[src/rtl/hbsw_pkg.sv]
// ----------------------------------------------------------------------------
// Height-based splat weights: shared package
// Widths, pipeline layout constants and data types used by every module of
// the block.
// ----------------------------------------------------------------------------
package hbsw_pkg;

  // Number of blended layers, one lane each.
  localparam int LAYER_COUNT = 4;

  // Field and internal widths.
  localparam int VAL_W  = 16;
  localparam int COMB_W = VAL_W + 1;
  localparam int UP_W   = COMB_W + 1;
  localparam int RAW_W  = VAL_W;
  localparam int SUM_W  = RAW_W + $clog2(LAYER_COUNT);
  localparam int QUO_W  = 16;

  // Pipeline layout: four front stages, then one divider step per stage.
  localparam int FRONT_STAGES = 4;
  localparam int DIV_STEPS    = QUO_W;
  localparam int NUM_STAGES   = FRONT_STAGES + DIV_STEPS;

  typedef logic [VAL_W-1:0]  val_t;
  typedef logic [COMB_W-1:0] comb_t;
  typedef logic [UP_W-1:0]   up_t;
  typedef logic [RAW_W-1:0]  raw_t;
  typedef logic [SUM_W-1:0]  sum_t;
  typedef logic [QUO_W-1:0]  quo_t;

  // Constants of the blend.
  localparam val_t FALLOFF_RESET = 16'd6554;
  localparam val_t MIN_FALLOFF   = 16'd33;
  localparam val_t MIN_ALPHA     = 16'd33;
  localparam sum_t MIN_SUM       = SUM_W'(3);
  localparam quo_t ONE_Q15       = 16'd32768;

endpackage

[src/rtl/hbsw_merge.sv]
// ----------------------------------------------------------------------------
// Height-based splat weights: lane merge
// Finds the peak combined value over all lanes and, once the lanes have registered
// raw weights against it, the sum of those weights together with the small-sum flag.
// ----------------------------------------------------------------------------
module hbsw_merge import hbsw_pkg::*; (
  input  logic  clk,
  input  logic  adv,
  input  comb_t comb [LAYER_COUNT],
  input  raw_t  raw  [LAYER_COUNT],
  output comb_t peak,
  output sum_t  sum,
  output logic  fallback
);

  comb_t peak_next;
  sum_t  sum_next;

  // Maximum and sum over the lanes.
  always_comb begin
    peak_next = '0;
    sum_next  = '0;
    for (int i = 0; i < LAYER_COUNT; i++) begin
      if (comb[i] > peak_next) begin
        peak_next = comb[i];
      end
      sum_next = sum_next + SUM_W'(raw[i]);
    end
  end

  // Peak and sum registers.
  always_ff @(posedge clk) begin
    if (adv) begin
      peak     <= peak_next;
      sum      <= sum_next;
      fallback <= (sum_next <= MIN_SUM);
    end
  end

endmodule

[config.mk]
export PLATFORM = sky130hd
export DESIGN_NAME = hbsw_merge
export DESIGN_NICKNAME = d
export VERILOG_FILES = /design/src/rtl/hbsw_pkg.sv /design/src/rtl/hbsw_merge.sv
export SDC_FILE = /design/constraint.sdc
export NUM_CORES = 1
export LEC_CHECK = 0
export ABC_AREA = 1
export BUFFER_PORTS_ARGS = -buffer_cell sky130_fd_sc_hd__clkbuf_2
export CORE_MARGIN = 3
export CORE_UTILIZATION = 50
export CTS_CLUSTER_SIZE = 16
export DETAILED_ROUTE_END_ITERATION = 10
export PLACE_DENSITY_LB_ADDON = 0.25
export SYNTH_ARGS = -nofsm -noshare
export SYNTH_HDL_FRONTEND = slang
export SYNTH_SLANG_ARGS = --single-unit
[constraint.sdc]
create_clock -name clk -period 4.7 [get_ports clk]
set_input_delay 0.235 -clock clk [delete_from_list [all_inputs] [get_ports clk]]
set_output_delay 0.235 -clock clk [all_outputs]
set_load 0.02 [all_outputs]
[Word level (Yosys, flattened, before mapping)]
Index checks and enable logic that the tools add are counted.
W data, S select, Z words.
Storage, ports and cells
  memory bits (read-only): 0
  word-level logic and storage cells: 15
  output and inout port bits: 36
  memories kept: 0
  register bits after elaboration: 36
  input bits: 134
  bits in latches: 0
  RAM bits: 0
Operators by class
  shifts and indexed selects: 0
  $add $sub $neg: 3
  multiplexer cells: 4
  divide/modulo/power cells: 0
  bitwise gates (word level): 0
  multiply operators: 0
  reduce and logical (&&, ||, !) cells: 0
  eq/ne operators: 0
  magnitude comparators: 5
Operator list (number)
  $mux W17: 4
  $gt A17 B17 Y1: 3
  $add A17 B16 Y18: 1
  $add A18 B16 Y18: 1
  $le A18 B2 Y1 const B: 1
  $add A16 B16 Y17: 1
  $gt A17 B1 Y1 const B: 1

[Longest topological paths before layout]
  word-level depth: 8
  depth in mapped cells: 41
  mapped depth without buffers: 38

[Worst setup path after synthesis]
No wires, ideal clock.
  kind: input port to flip-flop
  start: input comb[67] in the netlist's numbering
  end: register peak[6] (data pin)
  arrival: 3.939 ns
  required time: 4.447 ns
  buffers on the path: 3
  stages: 35
  setup time: 0.253 ns
  path slack: 0.508 ns
  cells stage by stage: inv_1 > ha_1 > a21oi_1 > o21ai_0 > a21oi_1 > nand2_4 > nand2_4 > buf_12 > nand2_4 > nand2_1 > inv_1 > ha_1 > nand2_1 > inv_1 > o21ai_1 > nand2_1 > a21oi_1 > nand3_2 > nand2_4 > inv_2 > clkbuf_4 > nand2_1 > nand2_1 > ha_1 > nand2_1 > inv_1 > o21ai_0 > a21oi_1 > nor2_1 > nand3_1 > nand2_2 > inv_2 > buf_4 > nand2_1 > nand2_1
Between the ends
  longest elaborated chain between the ends: 8
RTL lines
  start: declaration: line hbsw_merge.sv:9  | input comb_t comb [LAYER_COUNT],
  $gt A17 B1 Y1: line hbsw_merge.sv:24  | if (comb[i] > peak_next) begin
  $mux W17 *: line hbsw_merge.sv:24
  $gt A17 B17 Y1: line hbsw_merge.sv:24
  $mux W17 *: line hbsw_merge.sv:24
  $gt A17 B17 Y1: line hbsw_merge.sv:24
  $mux W17 *: line hbsw_merge.sv:24
  $gt A17 B17 Y1: line hbsw_merge.sv:24
  $mux W17 *: line hbsw_merge.sv:24
  via peak_next[6]: line hbsw_merge.sv:16  | comb_t peak_next;
  end signal: assignment: line hbsw_merge.sv:34  | peak <= peak_next;
  end: declaration: line hbsw_merge.sv:11  | output comb_t peak,
Mark *: on every way through the listed nets, which the timed path passes. The rest lies on a longest branch.
A chain may end at the register's enable or synchronous reset.

[Worst setup path after layout]
  start: input comb[55] in the netlist's numbering
  end: register peak[16] (data pin)
The elaborated chain is that of the path after synthesis.

==> flow_summary_export.csv <==
group,metric,value,unit
critical_path,max_stage_delay,0.29,ns
min_path,min_path_cells,3,
clock_tree,cts_tree,"done",
global_route,grt_pass1_wl,20000,um
critical_path,slowest_stage,"ha_1",
timing,period_share,92.9,%
timing,worst_pin_slew,0.875,ns
yosys,yosys_warnings,0,
drt,first_pass_iters,6,
drt,wire_per_inst,12.5,um
placed_design,gp_congestion,0.883,
yosys,async_reset_ff_share,0,%
timing,post-route-min-period,4.37,ns
pwr,netSwitchingFraction,48.4,%
yosys,synth_nets,912,
critical_path,critPathCaptureType,"flop",
pwr,leakagePower,3.69,nW
pwr,p_total,0.00223,W
pwr,power_density,354,nW/um^2
clock_tree,path_clk_slew,0.07,ns
timing,setup_viol,0,
min_path,min_to,"peak[6]$_DFFE_PP_",
cells_and_area,fin_cells,989,
drt,vias,4928,
clock_tree,cts_buffers,5,
clock_tree,htree_num_levels,2,
critical_path,path_buf_inv,7,
cells_and_area,seq_area,1080,um^2
timing,relSlewSlack,41.7,%
yosys,synth_flop_cell,"edfxtp_1",
min_path,hold_path_class,"in2reg",
cells_and_area,diodes,0,
critical_path,worst-endpoint-arrival,4.41,ns
pwr,p_comb_share,65.6,%
pwr,p_switching,0.00108,W
pwr,pwr-share-clk,9.6,%
placed_design,dp_hpwl,11000,um
yosys,synth-seq-area-share,20.9,%
pwr,sequentialPowerShare,24.7,%
drt,drt_iter0_markers,221,
yosys,synthesis.area,5170,um^2
die,row_count,36,
yosys,synth_cells,678,
placed_design,io_buffer_count,169,
die,design.die.area,11600,um^2
clock_tree,clock-sinks,36,
pwr,intPower,0.00115,W
global_route,first_global_vias,4542,
yosys,synth_edf_count,36,
drt,viasPerCell,4.98,
global_route,antenna_found_initial,0,
cells_and_area,drive_gt1_share,28.2,%
timing,max_freq,229,MHz
pwr,peakVddDrop,0.000278,V
cells_and_area,fin_nets,1089,
drt,postRouteAntennaNets,0,
critical_path,start_kind,"input pin",
timing,hold_viol,0,
die,initial_core_util,52.2,%
cells_and_area,final_cell_mix,"nand2_1, clkbuf_2, inv_1, ha_1, nand3_1",
die,core-area,9910,um^2
cells_and_area,final_common_cell,"nand2_1",
run,drv_cap,0,
drt,wl,12400,um
cells_and_area,multiInputGateArea,3590,um^2
critical_path,critPathKind,"in2reg",
cells_and_area,num-fill-cells,899,
global_route,grt_max_degree,37,
global_route,grt_overflow_total,0,
cells_and_area,area_growth,22.2,%
clock_tree,root_buffer,"clkbuf_8",
yosys,synth.distinct_cells,36,
global_route,grtUsageTotal,21.1,%
drt,drc,0,
yosys,avgSynthCellArea,7.63,um^2
die,die_h,108,um
critical_path,worst_ep_required_time,4.75,ns
placed_design,placedCellCount,976,
clock_tree,clockBufferDepth,2,
die,pin_count,170,
critical_path,path_max_fanout,12,
run_status,status,"finished clean",
yosys,ys_ff_latch,36,
timing,maxSlewViolCount,0,
die,die_w,108,um
critical_path,critPathTopFamily,"simple AND/OR/NAND/NOR gates",
min_path,min_from,"comb[6]",
[metal layers]
metal  vias up  share of wire [%]  track usage (%)
met5         -                  0                0
met4         0                1.7             4.51
met3        18                6.1             3.42
met2       143                 46             33.0
met1      2233                 46             30.9
li1       2534                  -                -
[power by group through the flow]
| stage | Sequential, W | Combinational, W | Clock, W |
|---|---|---|---|
| after floorplan | 0.000683 | 0.000918 | 0 |
| after global placement | 0.000561 | 0.00141 | 0 |
| after detailed placement | 0.000558 | 0.00145 | 0 |
| after CTS | 0.000554 | 0.00146 | 0.000223 |
| after global routing | 0.000562 | 0.00168 | 0.000237 |
| final | 0.000553 | 0.00147 | 0.000215 |
[through the flow]
stage | cell area (um^2) | setup TNS [ns] | hold WS (ns) | util (%) | worst slack (ns)
6_report | 6320 | 0 | 0.245 | 63.7 | 0.332
5_1_grt | 6320 | -0.00132 | 0.240 | 63.7 | -0.00132
4_1_cts | 6240 | 0 | 0.235 | 62.9 | 0.267
3_5_place_dp | 6150 | -0.457 | 0.531 | 62.0 | -0.0408
3_3_place_gp | 6150 | 0 | 0.532 | 62.0 | 0.0972
2_1_floorplan | 5170 | 0 | 0.347 | - | 0.508
[cells by family after synthesis]
kind of cell	share of synthesized area, %
flip-flops	20.9
XOR/XNOR	0.678
AO/OA/AOI/OAI	4.55
adder cells (fa/ha/maj)	28.8
buffers and inverters	10.0
AND/OR/NAND/NOR	35.0
[cell usage after synthesis, types with 2 or more instances]
cell type | instances | area share (%)
nand2_1 | 214 | 16
inv_1 | 117 | 8.5
ha_1 | 68 | 16
nand3_1 | 53 | 5.1
edfxtp_1 | 36 | 21
fa_1 | 32 | 12
nor2_1 | 32 | 2.3
a21oi_1 | 27 | 2.6
nand3_2 | 23 | 4.5
nand2_4 | 13 | 2.8
nand4_1 | 12 | 1.5
a21o_1 | 5 | 0.73
nand2_2 | 5 | 0.61
o21ai_0 | 5 | 0.48
buf_4 | 4 | 0.58
nand3b_1 | 3 | 0.44
o21ai_1 | 3 | 0.29
xor2_1 | 3 | 0.51
and2_1 | 2 | 0.24
buf_2 | 2 | 0.19
inv_2 | 2 | 0.15
nor2_4 | 2 | 0.44
o21bai_1 | 2 | 0.29
[how the worst max path moves through the flow]
stage	depth (start not counted)	start	to	slack [ns]
final	33	comb[55]	peak[16]$_DFFE_PP_	0.33
after global routing	34	comb[55]	peak[16]$_DFFE_PP_	-0.001
after detailed placement	33	comb[63]	peak[16]$_DFFE_PP_	-0.04
after CTS	33	comb[63]	peak[16]$_DFFE_PP_	0.27
after global placement	39	comb[55]	peak[16]$_DFFE_PP_	0.1
after floorplan	35	comb[67]	peak[6]$_DFFE_PP_	0.51
[sequential cells by signal (all words and copies together), names as in the netlist]
signal,count
fallback,1
sum,18
peak,17
[repair_timing]
action,4_1_cts,5_1_grt
setup endpoints to repair,0,17
buffers inserted,0,5
hold buffers,0,0
resized for setup,0,11
[layout make-up]
type	instances	share of cell area [%]
clock buffer	5	1.09
multi-input combinational	514	56.9
inverter	119	7.15
clock inverter	3	0.297
sequential	36	17.1
tap	133	2.63
timing repair buffer	179	14.8
(Power assumes the default switching activity.)
