**src/rtl/hbsw_pkg.sv**
```systemverilog
// ----------------------------------------------------------------------------
// Height-based splat weights: shared package
// Widths, pipeline layout constants and data types used by every module of
// the block.
// ----------------------------------------------------------------------------
package hbsw_pkg;

  // Number of blended layers, one lane each.
  localparam int LAYER_COUNT = 4;

  // Field and internal widths.
  localparam int VAL_W  = 16;
  localparam int COMB_W = VAL_W + 1;
  localparam int UP_W   = COMB_W + 1;
  localparam int RAW_W  = VAL_W;
  localparam int SUM_W  = RAW_W + $clog2(LAYER_COUNT);
  localparam int QUO_W  = 16;

  // Pipeline layout: four front stages, then one divider step per stage.
  localparam int FRONT_STAGES = 4;
  localparam int DIV_STEPS    = QUO_W;
  localparam int NUM_STAGES   = FRONT_STAGES + DIV_STEPS;

  typedef logic [VAL_W-1:0]  val_t;
  typedef logic [COMB_W-1:0] comb_t;
  typedef logic [UP_W-1:0]   up_t;
  typedef logic [RAW_W-1:0]  raw_t;
  typedef logic [SUM_W-1:0]  sum_t;
  typedef logic [QUO_W-1:0]  quo_t;

  // Constants of the blend.
  localparam val_t FALLOFF_RESET = 16'd6554;
  localparam val_t MIN_FALLOFF   = 16'd33;
  localparam val_t MIN_ALPHA     = 16'd33;
  localparam sum_t MIN_SUM       = SUM_W'(3);
  localparam quo_t ONE_Q15       = 16'd32768;

endpackage

```
**src/rtl/hbsw_div.sv**
```systemverilog
// ----------------------------------------------------------------------------
// Height-based splat weights: pipelined normalizing divider
// Computes raw * 32768 / sum, truncated, as a restoring division with one
// quotient bit per stage. The raw weight never exceeds the sum, so the
// first step starts from the raw weight itself.
// ----------------------------------------------------------------------------
module hbsw_div import hbsw_pkg::*; (
  input  logic clk,
  input  logic adv,
  input  raw_t raw,
  input  sum_t sum,
  output quo_t quo
);

  logic [SUM_W:0] trial    [DIV_STEPS];
  logic [SUM_W:0] diff     [DIV_STEPS];
  sum_t           dvs_in   [DIV_STEPS];
  quo_t           quo_in   [DIV_STEPS];
  logic           take     [DIV_STEPS];
  sum_t           rem      [DIV_STEPS-1];
  sum_t           dvs      [DIV_STEPS-1];
  quo_t           quo_q    [DIV_STEPS];

  for (genvar j = 0; j < DIV_STEPS; j++) begin : g_step
    // Partial remainder entering this step.
    if (j == 0) begin : g_first
      assign trial[j]  = (SUM_W+1)'(raw);
      assign dvs_in[j] = sum;
      assign quo_in[j] = '0;
    end else begin : g_next
      assign trial[j]  = {rem[j-1], 1'b0};
      assign dvs_in[j] = dvs[j-1];
      assign quo_in[j] = quo_q[j-1];
    end

    // Trial subtraction decides one quotient bit.
    assign diff[j] = trial[j] - {1'b0, dvs_in[j]};
    assign take[j] = (trial[j] >= {1'b0, dvs_in[j]});

    always_ff @(posedge clk) begin
      if (adv) begin
        quo_q[j] <= {quo_in[j][QUO_W-2:0], take[j]};
      end
    end

    // Remainder and divisor travel on to the next step.
    if (j < DIV_STEPS - 1) begin : g_carry
      always_ff @(posedge clk) begin
        if (adv) begin
          dvs[j] <= dvs_in[j];
          if (take[j]) begin
            rem[j] <= diff[j][SUM_W-1:0];
          end else begin
            rem[j] <= trial[j][SUM_W-1:0];
          end
        end
      end
    end
  end

  assign quo = quo_q[DIV_STEPS-1];

endmodule

```
**config.mk**
```make
export PLATFORM = sky130hd
export DESIGN_NAME = hbsw_div
export DESIGN_NICKNAME = d
export VERILOG_FILES = /design/src/rtl/hbsw_pkg.sv /design/src/rtl/hbsw_div.sv
export SDC_FILE = /design/constraint.sdc
export NUM_CORES = 1
export LEC_CHECK = 0
export ABC_CLOCK_PERIOD_IN_PS = 5100
export BUFFER_PORTS_ARGS = -buffer_cell sky130_fd_sc_hd__buf_2
export CORE_MARGIN = 2
export CORE_UTILIZATION = 60
export DETAILED_ROUTE_END_ITERATION = 10
export PLACE_DENSITY = 0.76
export RECOVER_POWER = 100
export SYNTH_ARGS = -nofsm -noshare
export SYNTH_HDL_FRONTEND = slang
export SYNTH_SLANG_ARGS = --single-unit
export TNS_END_PERCENT = 1
```
**constraint.sdc**
```tcl
create_clock -name clk -period 5.1 [get_ports clk]
set_input_delay 1.02 -clock clk [delete_from_list [all_inputs] [get_ports clk]]
set_output_delay 1.02 -clock clk [all_outputs]
set_load 0.05 [all_outputs]
```
; ---- After elaboration in Yosys (flattened, before gate mapping)
; Memory sizes are Yosys's and may differ from the RTL's.
; Index checks and enable logic that the tools add are counted.
[classes]
bitwise_logic = 15
n_lt_le_gt_ge = 16
n_addsub = 15
n_mux = 107
[ops]
columns = cell, n
row1 = 19-bit by 18-bit >= comparator with 1-bit output, 15
row2 = 18-bit 2-to-1 mux, 15
row3 = 18-bit subtractor, 14
row4 = 1-bit 2-to-1 mux, 92
row5 = 16-bit by 18-bit >= comparator with 1-bit output, 1
row6 = 16-bit by 18-bit subtractor with 18-bit output, 1
row7 = 1-bit bitwise OR, 15
[word_totals]
mem_bits_rw = 796
out_inout_bits = 16
n_memories = 3
inputBits = 36
regBits = 0
elab_cells = 156
[memory_table]
columns = name, words, word_bits, read_ports, rd_ports_with_merged_regs, write_ports, line
row1 = dvs, 15, 18, 15, 0, 15, hbsw_div.sv:21  ; sum_t dvs [DIV_STEPS-1];
row2 = rem, 15, 18, 15, 0, 15, hbsw_div.sv:20  ; sum_t rem [DIV_STEPS-1];
row3 = quo_q, 16, 16, 16, 0, 16, hbsw_div.sv:22  ; quo_t quo_q [DIV_STEPS];

; ---- Logic depth before layout (Yosys ltp)
; An unclocked memory read counts as a cell.
[logic_depth]
ltp_word = 6
depth_mapped = 12
depth_no_buf = 11

; ---- Worst setup path before layout
; No wires, ideal clock.
[synth_timing]
path_type = input to register
start = in raw[0]
end = mem rem[0][1] (netlist name) (data pin)
stages = 12
arrival_ns = 3.174
setup_time_ns = 0.267
t_required_ns = 4.833
path_slack_ns = 1.659
n_path_buf = 2
cell_sequence = inv_1 > ha_1 > fa_1 > nor2b_1 > o31a_1 > o211a_1 > o31ai_1 > a31oi_1 > nand2b_1 > clkbuf_1 > clkbuf_1 > a21oi_1
[synth_lines]
columns = element, line
row1 = from (decl), hbsw_div.sv:10  ; input raw_t raw,
row2 = to (decl), hbsw_div.sv:20

==> impl_results.md <==
- Status: finished with violations
- Failing checks: max-capacitance violations, max-slew violations
- Antenna violations before repair: 1
- Lkg Pwr: 16.5 nW
- Non-filler cells, final: 4,135
- Overall power: 0.0234 W
- Port Buffer Count: 51
- Netlist area before placement: 37,300 µm²
- DRC violations left: 0
- Max cap viols: 4
- Floorplan core area: 61,600 µm²
- Total length of routed wires: 77,800 µm
- Number of cells upsized or downsized after cts: 0
- Number of detailed-routing iterations run before antenna repair: 6
- Final Max Slew Viols: 371
- Starting Density: 60.5%
- Final GP Congestion: 0.934
- Worst-case clock skew: 25.2 ps
- CP startpoint: dvs[1][1]$_DFFE_PP_
- Critical-path cell with the highest stage delay: o211ai_2
- Number of flops mapped to enable cells by yosys: 675
- Final count of hold timing violations: 0
- Post-CTS Setup Repair Bufs: 0
- Maximum number of pins on one net before global-route repair: 151
- Instance count after placement with tap cells included: 4,000
- Share of flip-flops with an asynchronous set or reset: 0%
- Max-slew headroom: -91.4%
- Unique masters post-synth: 78
- Final period utilization: 81.7%
- Latest clock arrival within the worst-skew pair: 620 ps
- Ordered cell list for the critical path: inv_1, ha_1, nor2b_1, o21ai_0, a21o_1, a2111oi_0, o21bai_1, a311o_1, o211ai_2, mux2_2
- Via count of the first global-routing pass: 23,814
- GRT Util Overall: 24.4%
- Clock input transition at the sequential cells of the worst setup and hold paths: 60 ps
- Power per cell area: 573 nW/µm²
- Clk buf depth: 3
- Arrival time worst endpoint: 4520 ps
- Kind of path behind the tightest hold check: flip-flop to flip-flop
- Number of clock sinks seen by CTS: 676
- Library cell occupying the most area in the post-synthesis netlist: edfxtp_1
- Detailed-route wire length per cell: 18.8 µm
- Post-Syn Area per Cell: 11.8 µm²
- Diode count: 0
- Kind of critical path: flip-flop to flip-flop
- Die extent in x: 253 µm
- Die area: 64,200 µm²
- Remaining antenna violation count after routing: 0
- Dominant register cell in the synthesized netlist: edfxtp_1
- Sequential cell area fraction in the yosys report: 54.4%
- RR Startpoint: dvs[1][1]$_DFFE_PP_
- Layout cell share with drive strength beyond 1: 9.07%
- Unrepaired setup endpoints after global routing: false
- Cell class contributing the biggest share of worst-path delay: compound AO/OA/AOI/OAI gates
- Top cells by area in the synthesized netlist: edfxtp_1 54%, ha_1 9.6%, inv_1 3.6%
- Post-synthesis net count: 3,501
- Die Span Y: 253 µm
- Maximum fanout encountered on the critical timing path: 18
- Synthesized netlist cell count: 3,165
- Top achievable clock speed: 240 MHz
- Iteration-0 DRC count of the detailed router: 1,860
- Synth top area share: 54.4%
- Startpoint Class: flip-flop
- Area growth from synthesis to final layout: 9.39%
- CTS tree: done
- Critical Path Sink Type: flip-flop
- Vias per Instance: 5.86
- Standard-cell rows: 91
- Buffer and inverter count on the worst path: 1
- Library cell used as clock root buffer: clkbuf_16
- Min cycle time layout: 4170 ps
- H-tree depth: 3
- Ys Warns: 0
- End-of-flow core utilization: 66.2%
- Num CTS Buffers: 74
- Total of flip-flops plus latches after synthesis: 676
- Sum of net half-perimeters after detailed placement: 57,100 µm
- Setup violation total in the final timing report: 0
- Nets: 3,575
- Final cell area excluding filler cells: 40,800 µm²
- I/O pins: 52
- # fillers: 4,607
- Via count of the routed design: 24,243
- VDD IR max: 0.305 mV
- Number of hold buffers added after cts: 0
- Delay of the slowest critical-path stage: 850 ps
- Setup TNS Final: 0 ps
- Hold path startpoint: quo_q[1][109]$_DFFE_PP_
- Data required time at the worst endpoint: 5460 ps
- Pin slew with the least headroom to its limit: 2870 ps
- Post-detailed-placement cell area: 38,500 µm²
- Total congestion overflow after global routing: 0
- Global-route wire length before repair: 124,000 µm
==> per-layer routing <==
metal	GRT usage, %	part of all wire (%)	routed length [µm]
met1	33.0	44	34500
met2	41.4	49	38000
met3	3.60	4.5	3520
met4	6.61	2.4	1830
met5	0	0	0
==> cells by family after synthesis <==
kind of cell               count (synthesis)  synth area share (%)
adders and majority gates                300                  10.4
muxes                                    146                  4.52
xor gates and xnor gates                 206                  4.84
DFF                                      676                  54.4
and+or+nand+nor                          675                  8.74
AOI/OAI and AO/OA                        733                  12.7
buffers and inverters                    429                  4.44
==> state kept, by name (all words and copies together) (netlist names) <==
signal,flops
rem,270
dvs,270
quo_q,136
==> cell usage after synthesis (13+ instances only) <==
cell,number
nand4_1,31
ha_1,285
a31oi_1,39
o31ai_1,14
xor2_1,82
nor4_1,13
and2_1,16
nand2_1,185
o211ai_1,14
nor2b_1,40
and3_1,19
xnor2_1,124
or3_1,19
clkbuf_1,55
inv_1,360
fa_1,15
mux2_4,14
o31a_1,14
edfxtp_1,675
mux2_2,118
a21oi_1,206
or2_2,15
nand3_1,61
o21ai_0,170
nor2_1,177
nand2b_1,21
nor3_1,40
o21bai_1,22
a211oi_1,16
o21a_1,37
a21boi_0,17
a21o_1,83
==> per-stage QoR <==
step	hold WS, ps	setup WS, ps
final	415	935
after global placement	401	1170
after floorplan	400	1660
after CTS	410	1360
after global routing	416	696
after detailed placement	405	1100
==> area by class of cell <==
type,count,area (µm²),share of cell area [%]
multi-input cells,2060,15300,37.4
inverters,360,1350,3.31
flip-flops and latches,676,20300,49.7
well taps,837,1050,2.57
repair buffers,67,349,0.856
clock inverters,47,538,1.32
clock buffers,88,1970,4.82
==> cells in the final DEF (no fill, tap or decap), types with 23 or more instances in the layout <==
master     Yosys  routed
clkbuf_1      55      43
a21o_1        83      83
buf_2          5      24
o21a_1        37      37
xnor2_1      124     124
ha_1         285     285
nand2_1      185     185
clkbuf_16      0      76
nor3_1        40      40
edfxtp_1     675     675
mux2_1         4      23
a31oi_1       39      39
nand3_1       61      62
o21ai_0      170     174
nor2_1       177     177
nor2b_1       40      40
a21oi_1      206     205
nand4_1       31      31
inv_1        360     360
mux2_2       118     113
xor2_1        82      82
==> report_power, final <==
group          switching (W)  leakage, nW  internal [W]
registers           0.000770         6.60       0.00797
logic                0.00503         8.72       0.00414
clock network        0.00220         1.22       0.00328
total                0.00800         16.5        0.0154
==> final timing paths <==
| kind | to | slack, ps | cells past startpoint |
|---|---|---|---|
| worst max register to register | rem[1][22]$_DFFE_PP_ | 930 | 10 |
| worst min-delay path | quo_q[1][126]$_DFFE_PP_ | 410 | 0 |
| worst max-delay path | rem[1][22]$_DFFE_PP_ | 930 | 10 |
| worst min register to register | quo_q[1][126]$_DFFE_PP_ | 410 | 0 |
No activity file was read; power rests on OpenSTA's default activity.
