--- src/rtl/hbsw_pkg.sv ---
// ----------------------------------------------------------------------------
// Height-based splat weights: shared package
// Widths, pipeline layout constants and data types used by every module of
// the block.
// ----------------------------------------------------------------------------
package hbsw_pkg;

  // Number of blended layers, one lane each.
  localparam int LAYER_COUNT = 4;

  // Field and internal widths.
  localparam int VAL_W  = 16;
  localparam int COMB_W = VAL_W + 1;
  localparam int UP_W   = COMB_W + 1;
  localparam int RAW_W  = VAL_W;
  localparam int SUM_W  = RAW_W + $clog2(LAYER_COUNT);
  localparam int QUO_W  = 16;

  // Pipeline layout: four front stages, then one divider step per stage.
  localparam int FRONT_STAGES = 4;
  localparam int DIV_STEPS    = QUO_W;
  localparam int NUM_STAGES   = FRONT_STAGES + DIV_STEPS;

  typedef logic [VAL_W-1:0]  val_t;
  typedef logic [COMB_W-1:0] comb_t;
  typedef logic [UP_W-1:0]   up_t;
  typedef logic [RAW_W-1:0]  raw_t;
  typedef logic [SUM_W-1:0]  sum_t;
  typedef logic [QUO_W-1:0]  quo_t;

  // Constants of the blend.
  localparam val_t FALLOFF_RESET = 16'd6554;
  localparam val_t MIN_FALLOFF   = 16'd33;
  localparam val_t MIN_ALPHA     = 16'd33;
  localparam sum_t MIN_SUM       = SUM_W'(3);
  localparam quo_t ONE_Q15       = 16'd32768;

endpackage

--- src/rtl/hbsw_lane.sv ---
// ----------------------------------------------------------------------------
// Height-based splat weights: layer lane front end
// Forms the combined height plus alpha of one layer, then its raw weight
// against the shared peak, and hands the raw weight on to the divider.
// ----------------------------------------------------------------------------
module hbsw_lane import hbsw_pkg::*; (
  input  logic  clk,
  input  logic  adv,
  input  val_t  height,
  input  val_t  alpha,
  input  val_t  depth,
  input  comb_t peak,
  output comb_t comb,
  output raw_t  raw,
  output raw_t  raw_out
);

  logic  alpha_ok;
  comb_t comb_d;
  logic  alpha_ok_d;
  up_t   up;
  raw_t  raw_next;

  // Excess of combined value plus depth over the peak, floored at zero.
  // A layer with a negligible alpha contributes nothing.
  always_comb begin
    up = UP_W'(comb_d) + UP_W'(depth);
    if (alpha_ok_d && (up > UP_W'(peak))) begin
      raw_next = RAW_W'(up - UP_W'(peak));
    end else begin
      raw_next = '0;
    end
  end

  // Stage registers: combined value, its copy beside the peak, raw weight,
  // and the raw weight beside the sum.
  always_ff @(posedge clk) begin
    if (adv) begin
      comb       <= COMB_W'(height) + COMB_W'(alpha);
      alpha_ok   <= (alpha > MIN_ALPHA);
      comb_d     <= comb;
      alpha_ok_d <= alpha_ok;
      raw        <= raw_next;
      raw_out    <= raw;
    end
  end

endmodule

--- config.mk ---
export PLATFORM = sky130hd
export DESIGN_NAME = hbsw_lane
export DESIGN_NICKNAME = d
export VERILOG_FILES = /design/src/rtl/hbsw_pkg.sv /design/src/rtl/hbsw_lane.sv
export SDC_FILE = /design/constraint.sdc
export NUM_CORES = 1
export LEC_CHECK = 0
export BUFFER_PORTS_ARGS = -buffer_cell sky130_fd_sc_hd__buf_2
export CORE_MARGIN = 5
export CORE_UTILIZATION = 54
export DETAILED_ROUTE_END_ITERATION = 8
export GPL_TIMING_DRIVEN = 0
export PLACE_DENSITY = 0.81
export SLEW_MARGIN = 40
export SYNTH_ARGS = -nofsm -noshare
export SYNTH_HDL_FRONTEND = slang
export SYNTH_SLANG_ARGS = --single-unit
--- constraint.sdc ---
create_clock -name clk -period 4.95 [get_ports clk]
set_input_delay 0.495 -clock clk [delete_from_list [all_inputs] [get_ports clk]]
set_output_delay 0.495 -clock clk [all_outputs]
set_load 0.005 [all_outputs]
After elaboration in Yosys (flattened, before gate mapping). Index checks and enable logic that the tools add are counted. W data, S select, Z words.

Bits in registers: 68. Word-level logic and storage cells: 12. Input port bits: 67.

Magnitude comparators: 2. $add $sub $neg: 3. Reductions and logical operators: 1.

Operators with widths (count): $add A17 B16 Y18 (1); $gt A18 B17 Y1 (1); $add A16 B16 Y17 (1); $gt A16 B6 Y1 const B (1); $sub A16 B16 Y16 (1); $logic_and A1 B1 Y1 (1).

Logic depth before layout (Yosys ltp). Gate-level depths: netlist of the first run.

Word-level depth: 3. Gate-level depth with buffers: 20. Depth with buffers taken out: 18.

Worst setup path before layout of the first run. Ideal clock, no wire load.

Kind: input port to flip-flop. Start point: input port depth[1]. End point: register raw[4], data pin. Slack: 1.063 ns. Buffers on the path: 1. Setup time: 0.254 ns. Required time: 4.696 ns. Arrival time: 3.633 ns. Stages on the path: 17. Cells stage by stage: ha_1 -> a211oi_2 -> nor2_1 -> or3_1 -> and3_4 -> a311oi_1 -> o21ai_0 -> xor2_1 -> ha_1 -> and4_1 -> o21ai_0 -> nor2_1 -> nor2_1 -> o311ai_1 -> a32oi_2 -> buf_6 -> nor2_1.

Cells in the longest elaborated chain, start to end: 3.

Ends and longest elaborated chain: start, declared (RTL line hbsw_lane.sv:11) `input val_t depth,`; $add A17 B16 Y18 (*) (RTL line hbsw_lane.sv:27) `up = UP_W'(comb_d) + UP_W'(depth);`; $gt A18 B17 Y1 (RTL line hbsw_lane.sv:28) `if (alpha_ok_d && (up > UP_W'(peak))) begin`; $logic_and A1 B1 Y1 (RTL line hbsw_lane.sv:28); end signal, assigned (RTL line hbsw_lane.sv:43) `raw <= raw_next;`; end, declared (RTL line hbsw_lane.sv:14) `output raw_t raw,`.

Every way passes the cells marked *; elsewhere a longest branch is shown, timed or not. A chain may end at the register's enable or synchronous reset.

Final worst setup path of the first run.
Start point: register comb_d[0]. End point: register raw[0], data pin.

Cells in the longest elaborated chain, start to end: 3.

Ends and longest elaborated chain: start, declared (RTL line hbsw_lane.sv:19) `comb_t comb_d;`; start signal, assigned (RTL line hbsw_lane.sv:41) `comb_d <= comb;`; $add A17 B16 Y18 (*) (RTL line hbsw_lane.sv:27); $gt A18 B17 Y1 (RTL line hbsw_lane.sv:28); $logic_and A1 B1 Y1 (RTL line hbsw_lane.sv:28).

Marked as above.

==> results of run 1 <==
==> power breakdown <==
| part | internal (mW) | leakage (nW) | switching [mW] | total, mW |
|---|---|---|---|---|
| Sequential | 0.752 | 0.675 | 0.0324 | 0.784 |
| Clock | 0.230 | 0.0867 | 0.183 | 0.413 |
| Combinational | 0.342 | 1.58 | 0.417 | 0.759 |
==> cell usage after synthesis, types with 3 or more instances <==
cell type | count | area, sq um
edfxtp_1 | 68 | 2040
ha_1 | 49 | 613
nor2_1 | 38 | 143
inv_1 | 35 | 131
a21oi_1 | 30 | 150
xnor2_1 | 29 | 254
o21ai_0 | 27 | 135
nand2_1 | 15 | 56.3
o21a_1 | 12 | 90.1
nor2b_1 | 8 | 50.1
a21o_1 | 7 | 52.6
nand2b_1 | 6 | 37.5
nor3_1 | 6 | 30.0
xor2_1 | 6 | 52.6
a31oi_1 | 5 | 31.3
nand4_1 | 5 | 31.3
a211oi_1 | 4 | 30.0
a311oi_1 | 4 | 35.0
nand3_1 | 4 | 20.0
or3_1 | 4 | 25.0
clkbuf_1 | 3 | 11.3
fa_1 | 3 | 60.1
o211ai_1 | 3 | 22.5
o21bai_1 | 3 | 22.5
or4_1 | 3 | 22.5
==> sequential cells by signal (all words and copies together), names as in the netlist <==
register / flops
comb: 17
comb_d: 17
raw: 16
raw_out: 16
alpha_ok: 1
alpha_ok_d: 1
==> cells by family (layout without fill, tap and decap cells) <==
group	Yosys count	in the layout	share of synthesized area, %
AOI/OAI and AO/OA	118	118	17.4
xor gates and xnor gates	35	35	6.91
adders and majority gates	52	52	15.2
buffers and inverters	39	171	3.47
DFF	68	68	46.0
and+or+nand+nor	99	99	11.0
==> worst max-delay path by stage <==
stage               slack [ns]       to      start
floorplan                 1.06   raw[4]   depth[1]
global placement          0.49  raw[12]   depth[1]
detailed placement        0.42   raw[0]   depth[0]
CTS                       0.65   raw[0]  comb_d[0]
global route              0.26  raw[12]  comb_d[0]
finish                    0.64   raw[0]  comb_d[0]
==> stage by stage <==
step | hold slack [ns] | util [%] | cell area (sq um)
after global routing | 0.455 | 66.0 | 5350
after floorplan | 0.400 | - | 4440
final | 0.438 | 66.0 | 5350
after detailed placement | 0.421 | 63.6 | 5150
after CTS | 0.433 | 65.8 | 5330
after global placement | 0.413 | 63.6 | 5150
==> area by class of cell <==
class / count / share of cell area [%]
Buffer: 4 / 0.421
Clock buffer: 13 / 2.60
Clock inverter: 3 / 0.702
Inverter: 35 / 2.46
Multi-Input combinational cell: 304 / 42.0
Sequential cell: 68 / 38.2
Tap cell: 105 / 2.46
Timing Repair Buffer: 116 / 11.2
==> layer usage <==
| metal | vias to the layer above | share of wire, % |
|---|---|---|
| met5 | - | 0 |
| met4 | 0 | 2.7 |
| met3 | 25 | 9.5 |
| met2 | 138 | 50 |
| met1 | 1627 | 38 |
| li1 | 1788 | - |
==> results.sh, run 1 <==
export IMPL_status="finished, final reports clean"
export IMPL_max_freq_mhz=232
export IMPL_numCtsBuffers=9
export IMPL_root_buffer="clkbuf_8"
export IMPL_fp_dieH_um=101
export IMPL_grt_busiest_layer="met2"
export IMPL_yosysSeqAreaShare_pct=46.0
export IMPL_path_cells="ha_1 > inv_1 > fa_1 > nor2b_1 > o31ai_1 > a21oi_1 > o21ai_0 > nand2b_1 > a21oi_1 > xnor2_1 > ha_1 > clkbuf_1 > nand3_1 > nor2_1 > nand2_1 > o31a_1 > a32oi_2 > buf_6 > nor2_1"
export IMPL_multi_input_area_sq_um=2240
export IMPL_synth_seq_cells=68
export IMPL_grt_max_degree=69
export IMPL_max_stage_delay_ns=0.42
export IMPL_finalMaxSlewViolations=0
export IMPL_ys_warn_count=0
export IMPL_grt_ovfl_total=0
export IMPL_power_mw=1.96
export IMPL_path_delay_family="compound AO/OA/AOI/OAI gates"
export IMPL_met1_usage_pct=19.9
export IMPL_critPathKind="register to register"
export IMPL_setup_viol=0
export IMPL_grt_pass1_wl_um=15400
export IMPL_yosysUniqueCellTypes=53
export IMPL_core_sq_um=8090
export IMPL_cts_max_path_buffers=2
export IMPL_slowest_stage="a32oi_2"
export IMPL_cap_viol_max_count=0
export IMPL_hold_path_class="primary input to register"
export IMPL_netlist_instances=411
export IMPL_pre_cts_ws_ns=0.419
export IMPL_critical_path_required_ns=5.04
export IMPL_diodes=0
export IMPL_drt_iter0_markers=70
export IMPL_post_cts_buffers=0
export IMPL_worstReg2RegStart="comb_d[0]"
export IMPL_fin_nets=657
export IMPL_fin_skew_ns=0.00737
export IMPL_numPortBuffers=115
export IMPL_path_clk_slew_ns=0.06
export IMPL_cts_tree="yes"
export IMPL_timing_rr_end="raw[0]"
export IMPL_end_kind="register"
export IMPL_worst_r2r_setup_slack_ns=0.64
export IMPL_firstDrtPassIters=8
export IMPL_layout_commonest_cell="buf_2"
export IMPL_post_drt_wl_per_cell_um=14.5
export IMPL_cts_sinks=68
export IMPL_min_to="comb[0]"
export IMPL_ctsHoldBuffers=0
export IMPL_gp_congestion=0.868
export IMPL_layout_common_cells="114 x buf_2, 68 x edfxtp_1, 49 x ha_1"
export IMPL_drive_gt1_share_pct=25.0
export IMPL_cts_max_level=3
export IMPL_drcViolationCount=0
export IMPL_fin_crit_sh_pct=87.0
export IMPL_dpl_hpwl_um=7590
export IMPL_syn_cell_area_sq_um=4440
export IMPL_viasPerCell=5.52
export IMPL_cp_depth=19
export IMPL_initial_core_util_pct=54.9
export IMPL_ir_worst_vdd_uv=175
export IMPL_dieArea_sq_um=10100
export IMPL_synth_edf_count=68
export IMPL_path_max_fanout=10
export IMPL_syn_num_nets=530
export IMPL_fin_tns_setup_ns=0
export IMPL_worst_pin_slew_ns=0.483
export IMPL_cp_arrival_ns=4.39
export IMPL_power_leakage_nw=2.35
export IMPL_synth_avg_cell_area_sq_um=10.8
export IMPL_cp_start_kind="register"
export IMPL_grt_pass1_vias=3572
export IMPL_syn2layout_area_growth_pct=20.4
export IMPL_regArea_sq_um=2040
export IMPL_grt_use_total_pct=19.0
export IMPL_clock_latency_ns=0.34
export IMPL_grt_use_met3_pct=5.88
export IMPL_drtAntennaViolNets=0
export IMPL_cp_buffers_inverters=3
export IMPL_r2r_cells=19
export IMPL_layout_cells_non_filler=648
export IMPL_met2_usage_pct=34.6
export IMPL_postRouteWirelength_um=9390
export IMPL_antenna_found_initial=0
export IMPL_maxSlewHeadroom_pct=67.5
export IMPL_hold_depth=2
export IMPL_cts_repair_resized=0
export IMPL_ios=116
export IMPL_synth_ff_type="edfxtp_1"
export IMPL_cellPowerDensity_nw_per_um2=366
export IMPL_min_period_ns=4.31
export IMPL_die_x_um=101
export IMPL_vias=3578
export IMPL_rsz0062_at_grt="false"
export IMPL_timing_final_ws_setup_ns=0.645
export IMPL_row_count=33
export IMPL_final_hold_violation_count=0
export IMPL_nFillCells=658
export IMPL_dp_cells=631
export IMPL_ys_async_sr_fraction_pct=0
export IMPL_hold_path_startpoint="alpha[0]"
Power figures use the tool's default switching activity.
==> run 2, diff against run 1 <==
--- a/config.mk
+++ b/config.mk
@@ -10,7 +10,7 @@
 export CORE_UTILIZATION = 54
 export DETAILED_ROUTE_END_ITERATION = 8
 export GPL_TIMING_DRIVEN = 0
-export PLACE_DENSITY = 0.81
+export PLACE_DENSITY = 0.9
 export SLEW_MARGIN = 40
 export SYNTH_ARGS = -nofsm -noshare
 export SYNTH_HDL_FRONTEND = slang
==> run 2 against run 1 <==
- fmax down 0.82%
- power decreased by 2.5%
- largest cell class unchanged
- critical path depth is 2 lower
==> results.sh, run 2 (synthesized netlist as in run 1, its figures left out) <==
export IMPL_dpl_hpwl_um=7590
export IMPL_numCtsBuffers=9
export IMPL_ctsHoldBuffers=0
export IMPL_cap_viol_max_count=0
export IMPL_fin_crit_sh_pct=87.7
export IMPL_fin_skew_ns=0.00482
export IMPL_cp_buffers_inverters=1
export IMPL_final_area_sq_um=5310
export IMPL_cts_tree="yes"
export IMPL_path_cells="ha_1 > o21ai_0 > nor2_1 > or3_1 > and3_4 > a311oi_1 > o21ai_0 > xor2_1 > ha_1 > and4_1 > o21ai_0 > nor2_1 > nor2_1 > o311ai_1 > a32oi_2 > buf_6 > nor2_1"
export IMPL_fp_dieH_um=101
export IMPL_place_area_sq_um=5150
export IMPL_final_hold_violation_count=0
export IMPL_fin_tns_setup_ns=0
export IMPL_grt_max_degree=69
export IMPL_worst_pin_slew_ns=0.590
export IMPL_r2r_cells=17
export IMPL_hold_path_startpoint="comb[3]"
export IMPL_vias=3507
export IMPL_cts_max_path_buffers=2
export IMPL_path_max_fanout=10
export IMPL_cts_sinks=68
export IMPL_layout_common_cells="114 x buf_2, 68 x edfxtp_1, 49 x ha_1"
export IMPL_syn2layout_area_growth_pct=19.6
export IMPL_core_sq_um=8090
export IMPL_max_stage_delay_ns=0.44
export IMPL_min_to="comb_d[3]"
export IMPL_status="finished, final reports clean"
export IMPL_drcViolationCount=0
export IMPL_viasPerCell=5.42
export IMPL_top_regs="comb x17, comb_d x17"
export IMPL_post_cts_buffers=0
export IMPL_critical_path_required_ns=5.03
export IMPL_path_clk_slew_ns=0.07
export IMPL_grt_pass1_vias=3556
export IMPL_drtAntennaViolNets=0
export IMPL_antenna_found_initial=0
export IMPL_grt_ovfl_total=0
export IMPL_end_kind="register"
export IMPL_post_drt_wl_per_cell_um=14.4
export IMPL_critPathKind="register to register"
export IMPL_drt_iter0_markers=129
export IMPL_path_delay_family="compound AO/OA/AOI/OAI gates"
export IMPL_cellPowerDensity_nw_per_um2=359
export IMPL_die_x_um=101
export IMPL_cp_start_kind="register"
export IMPL_clock_latency_ns=0.33
export IMPL_drive_gt1_share_pct=25.5
export IMPL_postRouteWirelength_um=9330
export IMPL_cts_repair_resized=0
export IMPL_max_freq_mhz=230
export IMPL_rsz0062_at_grt="false"
export IMPL_initial_core_util_pct=54.9
export IMPL_timing_rr_end="raw[10]"
export IMPL_worst_r2r_setup_slack_ns=0.61
export IMPL_maxSlewHeadroom_pct=60.7
export IMPL_gp_congestion=0.879
export IMPL_grt_use_total_pct=18.8
export IMPL_hold_depth=0
export IMPL_cts_max_level=3
export IMPL_crit_top_cell="nor2_1"
export IMPL_ios=116
export IMPL_worstReg2RegStart="comb_d[2]"
export IMPL_min_period_ns=4.34
export IMPL_fin_nets=656
export IMPL_slowest_stage="a32oi_2"
export IMPL_firstDrtPassIters=4
export IMPL_cp_arrival_ns=4.42
export IMPL_hold_path_class="register to register"
export IMPL_dieArea_sq_um=10100
export IMPL_grt_pass1_wl_um=15200
export IMPL_setup_viol=0
export IMPL_diodes=0
export IMPL_numPortBuffers=115
export IMPL_row_count=33
export IMPL_power_leakage_nw=2.33
export IMPL_finalMaxSlewViolations=0
export IMPL_layout_commonest_cell="buf_2"
export IMPL_root_buffer="clkbuf_8"
export IMPL_ir_worst_vdd_uv=143
run 2: metrics by stage:
stage                     total power [mW]  std cells  utilization (%)  hold WS, ns  worst slack, ns
after CTS                             1.92        647             65.6        0.437            0.643
after detailed placement              1.55        631             63.6        0.427            0.436
after global placement                1.51        631             63.6        0.423            0.552
after floorplan                       1.32        411                -        0.400             1.06
final                                 1.91        647             65.6        0.443            0.609
after global routing                  2.05        647             65.6        0.443            0.219
run 2: cell type report:
cell class / instances / area [sq um]
Tap cell: 105 / 131
Buffer: 4 / 22.5
Clock inverter: 7 / 33.8
Multi-Input combinational cell: 304 / 2240
Timing Repair Buffer: 115 / 582
Inverter: 35 / 131
Clock buffer: 9 / 124
Fill cell: 662 / 2780
Sequential cell: 68 / 2040
run 2: how the worst max path moves through the flow:
| stage | slack, ns | endpoint | start | cells past startpoint |
|---|---|---|---|---|
| floorplan | 1.06 | raw[4] | depth[1] | 17 |
| CTS | 0.64 | raw[6] | comb_d[2] | 17 |
| global placement | 0.55 | raw[6] | depth[1] | 18 |
| global route | 0.22 | raw[15] | comb_d[0] | 18 |
| finish | 0.61 | raw[10] | comb_d[2] | 17 |
| detailed placement | 0.44 | raw[6] | depth[2] | 18 |
run 2: where the power goes:
group | internal (mW) | switching, mW
combinational | 0.340 | 0.416
sequential | 0.752 | 0.0311
clock | 0.173 | 0.194
run 2: per-layer routing:
layer	global-route usage (%)	routed length [um]	up-vias
li1	-	-	1787
met1	20.1	3450	1578
met2	33.6	4710	130
met3	6.99	1040	12
met4	6.94	130	0
met5	0	0	-
